<file path="src/rtl/rpy_pkg.sv">
// ---------------------------------------------------------------------------
// rpy_pkg
// Types, constants and helpers for the local-y pose rotation block.
// ---------------------------------------------------------------------------
package rpy_pkg;
  localparam int CordicStepsDefault = 16;
  localparam int AtanCount = 24;
  localparam logic signed [15:0] OneQ14 = 16'sd16384;
  localparam logic signed [31:0] GainInvQ30 = 32'sd652032874;

  typedef logic signed [15:0] entry_t;

  typedef struct packed {
    entry_t m00, m01, m02, m10, m11, m12, m20, m21, m22;
  } mat_t;

  typedef struct packed {
    entry_t c;
    entry_t s;
  } trig_t;

  function automatic logic signed [31:0] atan_at(input int i);
    logic signed [31:0] t [AtanCount];
    t = '{32'sd536870912, 32'sd316933406, 32'sd167458907, 32'sd85004756,
          32'sd42667331, 32'sd21354465, 32'sd10679838, 32'sd5340245,
          32'sd2670163, 32'sd1335087, 32'sd667544, 32'sd333772,
          32'sd166886, 32'sd83443, 32'sd41722, 32'sd20861, 32'sd10430,
          32'sd5215, 32'sd2608, 32'sd1304, 32'sd652, 32'sd326, 32'sd163, 32'sd81};
    return t[i];
  endfunction

  function automatic entry_t sat16(input logic signed [47:0] v);
    if (v > 48'sd32767) return 16'sh7fff;
    if (v < -48'sd32768) return 16'sh8000;
    return v[15:0];
  endfunction
endpackage

</file>
<file path="src/rtl/rpy_trig.sv">
// ---------------------------------------------------------------------------
// rpy_trig
// Cosine and sine of the configured angle by CORDIC; recomputed after writes.
// ---------------------------------------------------------------------------
module rpy_trig import rpy_pkg::*; #(
  parameter int CORDIC_STEPS = CordicStepsDefault
) (
  input  logic        clk,
  input  logic        rst,
  input  logic signed [15:0] angle,
  input  logic        start,
  output trig_t       trig,
  output logic        busy
);
  localparam int Steps = (CORDIC_STEPS > AtanCount) ? AtanCount : CORDIC_STEPS;
  localparam int CntW = $clog2(AtanCount + 1);

  logic signed [33:0] x, y, z;
  logic [CntW-1:0] cnt;
  logic flip, run, finish;
  logic signed [33:0] dx, dy, xr, yr;
  logic signed [16:0] ared;
  logic signed [17:0] xq, yq;
  entry_t cc, ss;

  assign dx = x >>> cnt;
  assign dy = y >>> cnt;
  assign busy = run | finish | start;

  always_comb begin
    if (angle >= 16'sd16384) ared = 17'(angle) - 17'sd32768;
    else if (angle < -16'sd16384) ared = 17'(angle) + 17'sd32768;
    else ared = 17'(angle);
    xr = x + 34'sd32768;
    yr = y + 34'sd32768;
    xq = xr[33:16];
    yq = yr[33:16];
    cc = (xq > 18'sd16384) ? OneQ14 : (xq < -18'sd16384) ? -OneQ14 : xq[15:0];
    ss = (yq > 18'sd16384) ? OneQ14 : (yq < -18'sd16384) ? -OneQ14 : yq[15:0];
  end

  always_ff @(posedge clk) begin
    if (rst) begin
      run <= 1'b0;
      finish <= 1'b0;
      trig <= '{c: OneQ14, s: 16'sd0};
    end else if (start) begin
      run <= 1'b1;
      finish <= 1'b0;
      cnt <= '0;
      flip <= (angle >= 16'sd16384) || (angle < -16'sd16384);
      z <= 34'(ared) <<< 16;
      x <= 34'(GainInvQ30);
      y <= '0;
    end else if (run) begin
      if (z >= 0) begin
        x <= x - dy; y <= y + dx; z <= z - 34'(atan_at(int'(cnt)));
      end else begin
        x <= x + dy; y <= y - dx; z <= z + 34'(atan_at(int'(cnt)));
      end
      cnt <= cnt + 1'b1;
      if (cnt == CntW'(Steps - 1)) begin
        run <= 1'b0;
        finish <= 1'b1;
      end
    end else if (finish) begin
      finish <= 1'b0;
      trig.c <= flip ? -cc : cc;
      trig.s <= flip ? -ss : ss;
    end
  end
endmodule

</file>
<file path="config.mk">
export PLATFORM = sky130hd
export DESIGN_NAME = rpy_trig
export DESIGN_NICKNAME = d
export VERILOG_FILES = /design/src/rtl/rpy_pkg.sv /design/src/rtl/rpy_trig.sv
export SDC_FILE = /design/constraint.sdc
export NUM_CORES = 1
export LEC_CHECK = 0
export BUFFER_PORTS_ARGS = -buffer_cell sky130_fd_sc_hd__buf_2
export CORE_UTILIZATION = 50
export CTS_CLUSTER_DIAMETER = 120
export CTS_CLUSTER_SIZE = 16
export DETAILED_ROUTE_END_ITERATION = 12
export GPL_TIMING_DRIVEN = 0
export HOLD_SLACK_MARGIN = 0.02
export PLACE_DENSITY = 0.75
export SKIP_CTS_REPAIR_TIMING = 1
export SLEW_MARGIN = 10
export SYNTH_ARGS = -nofsm -noshare
export SYNTH_HDL_FRONTEND = slang
export SYNTH_SLANG_ARGS = --single-unit
</file>
<file path="constraint.sdc">
create_clock -name clk -period 10.3 [get_ports clk]
set_clock_uncertainty 0.2 [all_clocks]
set_input_delay 2.575 -clock clk [delete_from_list [all_inputs] [get_ports clk]]
set_output_delay 2.575 -clock clk [all_outputs]
set_load 0.01 [all_outputs]
</file>
# [Word-level counts from Yosys, hierarchy flattened]
# Memories as Yosys holds them, arrays and structs flattened.
# Cells that the tools add are included.
[totals] reg_bits=142 rom_bits=1024 in_bits=19 output_inout_bits=33 elab_cells=68 mem_count=1
[memory_table] name="(no name shown)" words=32 width=32 rd=1 rd_ports_with_merged_regs=0 wr=0 line_no="rpy_pkg.sv:29" rtl="return t[i];"
[op_classes] n_addsub=13 magnitude_cmp=8 n_eq_ne=1 n_shift=2 mux=21 bitwise_logic=6 reduce_logical=6
[op_table] cell="34-bit 2-to-1 mux" n=7
[op_table] cell="16-bit 2-to-1 mux" n=6
[op_table] cell="34-bit by 17-bit adder with 34-bit output, second input constant" n=2
[op_table] cell="34-bit adder" n=2
[op_table] cell="34-bit by 5-bit >>> shifter with 34-bit output" n=2
[op_table] cell="34-bit subtractor" n=2
[op_table] cell="32-bit 2-to-1 mux" n=2
[op_table] cell="18-bit by 16-bit greater-than comparator with 1-bit output, second input constant" n=2
[op_table] cell="18-bit by 15-bit < comparator with 1-bit output, second input constant" n=2
[op_table] cell="34-bit by 32-bit adder with 34-bit output" n=1
[op_table] cell="34-bit by 1-bit >= comparator with 1-bit output, second input constant" n=1
[op_table] cell="17-bit 2-to-1 mux" n=2
[op_table] cell="34-bit by 32-bit subtractor with 34-bit output" n=1
[op_table] cell="32-bit by 6-bit >= comparator with 1-bit output, second input constant" n=1
[op_table] cell="16-bit negation" n=2
[op_table] cell="5-bit inverter with 32-bit output" n=1
[op_table] cell="16-bit by 17-bit adder with 17-bit output, second input constant" n=1
[op_table] cell="16-bit by 17-bit subtractor with 17-bit output, second input constant" n=1
[op_table] cell="16-bit >= comparator, second input constant" n=1
[op_table] cell="16-bit by 15-bit < comparator with 1-bit output, second input constant" n=1
[op_table] cell="5-bit by 1-bit adder with 5-bit output, second input constant" n=1
[op_table] cell="5-bit by 4-bit == test with 1-bit output, second input constant" n=1
[op_table] cell="5-bit 2-to-1 mux" n=1
[op_table] cell="2-bit AND reduction" n=2
[op_table] cell="7 further kinds" n=12

# [Depth between registers and ports, before layout]
# Gate-level depths: netlist of run 1.
[depth] word_depth=8 mapped_depth=32 depth_no_buf=25

# [Least setup slack after synthesis of run 1]
# Ideal clock, no wire load.
[synth_path] kind="input to register" from="input rst" to="register cnt[0], enable pin" setup_ns=0.574 t_arrival_ns=7.437 required_time_ns=9.526 slack_ns=2.089 cell_stages=3 path_buffers=2 path_cell_list="clkbuf_1 -> clkbuf_1 -> nor2_1"
[synth_via] elab_chain_len=2
[synth_lines] element="start: declaration" line_no="rpy_trig.sv:9" rtl="input logic rst,"
[synth_lines] element="1-bit inverter (no line)"
[synth_lines] element="2-bit AND reduction (no line)"
[synth_lines] element="end signal: assignment" line_no="rpy_trig.sv:61" rtl="cnt <= cnt + 1'b1;"
[synth_lines] element="end: declaration" line_no="rpy_trig.sv:19" rtl="logic [CntW-1:0] cnt;"
# No other way between the ends.
# A chain may end at the register's enable or synchronous reset.

# [Worst setup path after layout of run 1]
[layout_path] from="register cnt[1]" to="register z[32], data pin"
[layout_via] elab_chain_len=8 elab_cells_between_ends=9 classes_between="2 x add/sub; 5 x mux; 1 x bitwise; 1 x memory"
[layout_lines] element="5-bit inverter with 32-bit output (implied by the code) *" line_no="rpy_pkg.sv:29"
[layout_lines] element="memory read 32 x 32 bit *"
[layout_lines] element="32-bit 2-to-1 mux (implied by the code) * (2 in a row)" line_no="rpy_pkg.sv:29"
[layout_lines] element="34-bit by 32-bit adder with 34-bit output or 34-bit by 32-bit subtractor with 34-bit output (tied branches)" line_no="rpy_trig.sv:59, rpy_trig.sv:57"
[layout_lines] element="34-bit 2-to-1 mux *" line_no="rpy_trig.sv:56" rtl="if (z >= 0) begin"
[layout_lines] element="34-bit 2-to-1 mux *" line_no="rpy_trig.sv:55" rtl="end else if (run) begin"
[layout_lines] element="34-bit 2-to-1 mux *" line_no="rpy_trig.sv:47" rtl="end else if (start) begin"
[layout_lines] element="end signal: assignment" line_no="rpy_trig.sv:52" rtl="z <= 34'(ared) <<< 16;"
[layout_lines] element="end signal: assignment" line_no="rpy_trig.sv:57" rtl="x <= x - dy; y <= y + dx; z <= z - 34'(atan_at(int'(cnt)));"
[layout_lines] element="end signal: assignment" line_no="rpy_trig.sv:59" rtl="x <= x + dy; y <= y - dx; z <= z + 34'(atan_at(int'(cnt)));"
[layout_lines] element="end: declaration" line_no="rpy_trig.sv:18" rtl="logic signed [33:0] x, y, z;"
# Every way passes the cells marked *; elsewhere a longest branch is shown, timed or not. The select of a mux whose other input is x is not followed.

==> out/qor.csv, run 1 <==
stage,metric,value,unit
status,status,"finished, violations left",
status,violated checks,"max-capacitance violations, max-slew violations",
setup_path,Startpoint Class,flip-flop,
logic_synthesis,most instantiated library cell after synthesis,nand2_1,
timing,Min Hold Slack,0.247,ns
setup_path,"Slowest-stage cell, CP",buf_1,
clocking,clock latency on the worst-skew pair,0.51,ns
setup_path,"Req. time, crit path",10.37,ns
job,Max-Cap Viols,1,
place,HPWL after DPL,64000,um
grt,first-pass GRT wire length,122000,um
setup_path,critical path class,flip-flop to flip-flop,
detailed_routing,vias per cell,6.92,
place,area post-placement,20400,um2
die,# rows,71,
detailed_routing,number of remaining DRC errors,0,
timing,Max Freq,101,MHz
logic_synthesis,Post-Syn Area,19400,um2
logic_synthesis,"EDFF count, synth",108,
grt,global route total overflow,0,
place,RD Place Congestion,1.20,
timing,min Tclk post-route,9.87,ns
detailed_routing,Vias,20300,
grt,largest net degree at the start of global routing,30,
detailed_routing,detailed-router iteration count before antenna repair,8,
die,Starting Density,0.512,
detailed_routing,Final ANT Viol Nets,0,
pwr,Cell Pwr Density,247,nW/um2
setup_path,Slowest Stage Delay on Critical Path,0.81,ns
die,Die H,199,um
detailed_routing,Avg WL per Cell,28.8,um
timing,fin. max-slew vios,9,
grt,initial antenna violation count,2,
logic_synthesis,register area share after synthesis,0.202,
timing,Final Hold Vio Count,0,
logic_synthesis,"Async S/R FF share, synth",0,
logic_synthesis,Synth area leaders,"edfxtp_1 17%, ha_1 7.6%, mux4_2 7.3%, xor2_1 5.2%, xnor2_1 4.9%",
setup_path,"Max FO, Critical Path",13,
die,num ports,52,
cells_and_area,layout cells sized above 1,0.116,
setup_path,CP arrival,9.94,ns
logic_synthesis,Post-Syn Nets,2482,
clocking,clk sinks,142,
pwr,LEAKAGE,8.17,nW
die,Die X,199,um
clocking,cts bufs inserted,17,
clocking,TritonCTS clock tree,built,
timing,RSZ-0062 raised after global routing,false,
detailed_routing,Iter 0 DRT Violations,2396,
grt,vias in the first global route,19300,
logic_synthesis,Synth area leader,edfxtp_1,
cells_and_area,fin nets,2553,
clocking,"Clk pin slew, worst setup/hold paths",0.07,ns
detailed_routing,wire length after detailed routing,84600,um
logic_synthesis,Syn Area/Cell,8.29,um2
logic_synthesis,"top cells by count, synth","247 x nand2_1, 215 x nor2_1, 156 x a21oi_1",
pwr,Peak VDD IR,0.000149,V
cells_and_area,area delta synth->final,8.17,%
timing,relative slew slack,-0.0231,
logic_synthesis,post-synth top area share,0.167,
logic_synthesis,synth warn,0,
min_path,worst hold-check path type,flip-flop to flip-flop,
die,Floorplan Core Area,37900,um2
clocking,Max Root-Sink Buffers,2,
logic_synthesis,Main synth FF type,edfxtp_1,
logic_synthesis,Netlist cell types,92,
timing,Final Setup Violations,0,
clocking,CTS H-tree lvls,4,
cells_and_area,post-route cell area,21000,um2
grt,total track usage,0.429,
logic_synthesis,Synth Instances,2342,
clocking,Root Driver,clkbuf_16,
timing,Worst-Margin Slew,1.53,ns
setup_path,Worst setup EP type,flip-flop,
timing,setup tns final,0,ns
timing,post-route clock period utilization,0.958,
logic_synthesis,#FFs+latches synth,142,
place,IO buf count,49,
die,die area,39600,um2
[per-stage QoR]
step	cells	setup slack [ns]	utilization	power (W)
after floorplan	2342	2.09	-	0.00345
after global placement	2902	-0.915	0.535	0.00427
after detailed placement	2905	0.763	0.537	0.00434
after CTS	2937	0.741	0.554	0.00506
after global routing	2937	0.137	0.554	0.00547
final	2938	0.430	0.554	0.00520
[routing by layer]
layer / GRT usage / wire length (um) / up-vias
li1: - / - / 8895
met1: 0.483 / 30800 / 9745
met2: 0.664 / 37400 / 1317
met3: 0.157 / 9820 / 376
met4: 0.320 / 6590 / 2
met5: 0 / 13 / -
[critical path, delay by kind of cell, from the launching register on]
kind	cells	cell delay [ns]
simple gates	11	2.72
buf+inv	9	3.09
compound gates	9	2.36
fa+ha+maj	2	0.52
flops	1	0.50
xor+xnor	1	0.18
[flip-flops by register name (all words and copies together) (netlist names)]
name    cells
x          34
y          34
z          34
trig       32
cnt         5
finish      1
flip        1
run         1
[worst paths after layout]
check	start	endpoint	slack (ns)	cells past startpoint
setup / recovery	cnt[1]	z[32]	0.43	32
hold / removal	trig[11]	trig[11]	0.25	2
setup reg to reg	cnt[1]	z[32]	0.43	32
hold reg to reg	trig[11]	trig[11]	0.25	2
[placed cells by master (no fill, tap or decap), types with 63 or more instances in the layout]
cell and instances:
nand2_1 247, mux4_2 63, clkbuf_1 102, o21ai_0 141
nor2_1 214, ha_1 118, xor2_1 116, nand3_1 75
buf_2 72, a21oi_1 156, xnor2_1 108, edfxtp_1 108
mux2i_1 77
[layout make-up]
class                      instances  area [um2]
timing repair buffer              52         305
clock inverter                     8        90.1
buffer                           165         850
multi-input combinational       1985       14500
fill                            3514       16900
clock buffer                      24         542
inverter                          50         188
antenna                            1        2.50
sequential                       142        3920
tap                              511         639
[cell families after synthesis]
family,after synthesis,synth area share
and+or+nand+nor,797,0.194
AOI/OAI and AO/OA,650,0.219
xor gates and xnor gates,224,0.101
buffers and inverters,215,0.0534
muxes,193,0.151
DFF,142,0.202
adders and majority gates,121,0.0791
[report_power, final]
part	switching (W)	total, W	leakage [nW]	internal [W]
logic	0.00213	0.00352	6.55	0.00139
registers	0.000179	0.000983	1.31	0.000804
clock network	0.000299	0.000695	0.310	0.000396
Note: power is estimated with default switching activity, not from simulation.
==> inputs of run 2 (changes only) <==
--- a/config.mk
+++ b/config.mk
@@ -5,6 +5,7 @@
 export SDC_FILE = /design/constraint.sdc
 export NUM_CORES = 1
 export LEC_CHECK = 0
+export ABC_AREA = 1
 export BUFFER_PORTS_ARGS = -buffer_cell sky130_fd_sc_hd__buf_2
 export CORE_UTILIZATION = 50
 export CTS_CLUSTER_DIAMETER = 120
==> constraint.sdc (replaced) <==
create_clock -name clk -period 12.8 [get_ports clk]
set_clock_uncertainty 0.2 [all_clocks]
set_input_delay 3.2 -clock clk [delete_from_list [all_inputs] [get_ports clk]]
set_output_delay 3.2 -clock clk [all_outputs]
set_load 0.01 [all_outputs]
==> out/qor.csv, run 2 <==
stage,metric,value,unit,change
pwr,Power Internal,0.00149,W,-42%
cells_and_area,"most common cell after layout, fill and taps aside",nand2_1,,
clocking,Root Driver,clkbuf_16,,
clocking,TritonCTS clock tree,built,,
logic_synthesis,"EDFF count, synth",108,,unchanged
cells_and_area,post-route cell area,20800,um2,-0.98%
clocking,clock latency on the worst-skew pair,0.52,ns,about the same
grt,first-pass GRT wire length,124000,um,+1.4%
grt,vias in the first global route,21600,,+12%
setup_path,CP arrival,3.99,ns,-5.95 ns
clocking,"Clk pin slew, worst setup/hold paths",0.06,ns,about the same
die,Die X,198,um,-0.61%
cells_and_area,non-filler instance count after layout,3820,,+30%
die,Starting Density,0.509,,-0.00272
timing,min Tclk post-route,7.39,ns,
grt,initial antenna violation count,1,,-1
place,area post-placement,20200,um2,-1.0%
cells_and_area,layout cells sized above 1,0.0683,,-0.0475
clocking,clk sinks,142,,unchanged
setup_path,"Req. time, crit path",9.40,ns,-0.97 ns
grt,total track usage,0.423,,-0.00567
timing,Final Setup Violations,0,,unchanged
detailed_routing,vias per cell,5.98,,-14%
pwr,total power,0.00305,W,-41%
logic_synthesis,most instantiated library cell after synthesis,nand2_1,,
pwr,NetSw,0.00156,W,-40%
logic_synthesis,Syn Area/Cell,5.95,um2,-28%
pwr,Peak VDD IR,0.000123,V,-17%
pwr,switching share of power,0.511,,+0.00913
cells_and_area,biggest regs,"x: 34 flops, y: 34 flops, z: 34 flops",,
timing,Worst-Margin Slew,1.46,ns,-0.0697 ns
detailed_routing,detailed-router iteration count before antenna repair,6,,-2
logic_synthesis,Synth area leader,nand2_1,,
cells_and_area,area delta synth->final,8.44,%,
clocking,Max Root-Sink Buffers,2,,unchanged
clocking,cts bufs inserted,17,,unchanged
logic_synthesis,synth warn,0,,unchanged
detailed_routing,number of remaining DRC errors,0,,unchanged
die,Die H,198,um,-0.61%
die,# rows,71,,unchanged
logic_synthesis,register area share after synthesis,0.205,,+0.00252
cells_and_area,fin nets,3436,,+35%
logic_synthesis,Post-Syn Area,19200,um2,-1.2%
detailed_routing,Avg WL per Cell,21.4,um,-26%
place,placed insts,3788,,+30%
setup_path,"Max FO, Critical Path",4,,-9
timing,fin. max-slew vios,0,,-9
place,HPWL after DPL,64600,um,+0.93%
pwr,clock group share of total power,0.183,,+0.049
detailed_routing,Iter 0 DRT Violations,2308,,-3.7%
die,die area,39100,um2,-1.2%
place,IO buf count,50,,+2.0%
detailed_routing,Vias,22800,,+12%
min_path,worst hold-check path type,flip-flop to flip-flop,,
timing,setup tns final,0,ns,unchanged
job,Max-Cap Viols,0,,-1
grt,largest net degree at the start of global routing,31,,+3.3%
pwr,Reg power frac,0.217,,+0.028
die,num ports,52,,unchanged
timing,RSZ-0062 raised after global routing,false,,
pwr,Cell Pwr Density,147,nW/um2,-41%
pwr,Comb power frac,0.600,,-0.077
pwr,LEAKAGE,10.1,nW,+24%
logic_synthesis,Synth Instances,3223,,+38%
detailed_routing,Final ANT Viol Nets,0,,unchanged
logic_synthesis,Netlist cell types,60,,-35%
setup_path,Startpoint Class,primary input,,
detailed_routing,wire length after detailed routing,81800,um,-3.3%
logic_synthesis,"Async S/R FF share, synth",0,,unchanged
timing,post-route clock period utilization,0.577,,
logic_synthesis,Main synth FF type,edfxtp_1,,
logic_synthesis,Post-Syn Nets,3363,,+35%
die,Floorplan Core Area,37700,um2,-0.70%
cells_and_area,diodes inserted,0,,-1
logic_synthesis,Synth area leaders,"nand2_1 19%, edfxtp_1 17%, nand3_1 8.3%, ha_1 7.7%, nor2_1 6.6%",,
timing,relative slew slack,0.0272,,+0.0503
timing,Max Freq,135,MHz,
logic_synthesis,post-synth top area share,0.189,,+0.0217
place,RD Place Congestion,1.03,,-14%
setup_path,Worst setup EP type,output pin,,
status,status,"complete, no violations",,
grt,global route total overflow,0,,unchanged
setup_path,critical path class,primary input to output pin,,
clocking,CTS H-tree lvls,4,,unchanged
logic_synthesis,"top cells by count, synth","964 x nand2_1, 335 x nor2_1, 326 x inv_1",,
timing,Final Hold Vio Count,0,,unchanged
cells_and_area,"commonest cells after routing, fill and taps aside","964 x nand2_1, 334 x nor2_1, 326 x inv_1, 317 x nand3_1, 229 x a21oi_1",,
logic_synthesis,#FFs+latches synth,142,,unchanged
-- run 2: cells by family (layout without fill, tap and decap cells) --
group / count (synthesis) / in the layout / synth area share
AOI/OAI and AO/OA: 645 / 645 / 0.187
xor gates and xnor gates: 100 / 100 / 0.0457
adders and majority gates: 121 / 121 / 0.0801
buffers and inverters: 449 / 535 / 0.0950
DFF: 142 / 142 / 0.205
muxes: 2 / 2 / 0.00104
and+or+nand+nor: 1764 / 1764 / 0.387
-- run 2: stage by stage --
| step | hold slack (ns) | setup WS (ns) | utilization |
|---|---|---|---|
| 2_1_floorplan | 0.254 | 3.97 | - |
| 3_3_place_gp | 0.252 | 1.16 | 0.533 |
| 3_5_place_dp | 0.264 | 5.45 | 0.535 |
| 4_1_cts | 0.279 | 5.46 | 0.552 |
| 5_1_grt | 0.301 | 5.37 | 0.552 |
| 6_report | 0.280 | 5.41 | 0.552 |
-- run 2: path summary, 6_finish.rpt --
check | slack (ns) | end | cells after the start | start
max | 5.41 | busy | 4 | start
min | 0.28 | trig[30] | 2 | trig[30]
max reg2reg | 6.09 | z[28] | 28 | cnt[1]
min reg2reg | 0.28 | trig[30] | 2 | trig[30]
-- run 2: cell type report --
type / count / area (um2)
sequential: 142 / 3920
tap: 511 / 639
inverter: 335 / 1260
clock inverter: 9 / 90.1
buffer: 114 / 564
timing repair buffer: 54 / 338
multi-input combinational: 2632 / 13400
fill: 3972 / 16900
clock buffer: 23 / 544
-- run 2: per-layer routing --
metal  vias up  share of wire  GRT usage
met5         -              0          0
met4         0          0.066      0.273
met3       248          0.093     0.0959
met2      1180           0.45      0.687
met1     10500           0.39      0.503
li1      10900              -          -
-- run 2: power groups by stage --
stage	clock network (W)	logic, W	registers [W]
after floorplan	0	0.00131	0.000633
after global placement	0	0.00172	0.000671
after detailed placement	0	0.00176	0.000667
after CTS	0.000562	0.00178	0.000657
after global routing	0.000573	0.00203	0.000664
final	0.000557	0.00183	0.000661
-- run 2: critical path, cell delays in order --
cell and delay, ns:
buf_2 0.15, nor2_1 0.31, nand2_1 0.15, buf_2 0.17
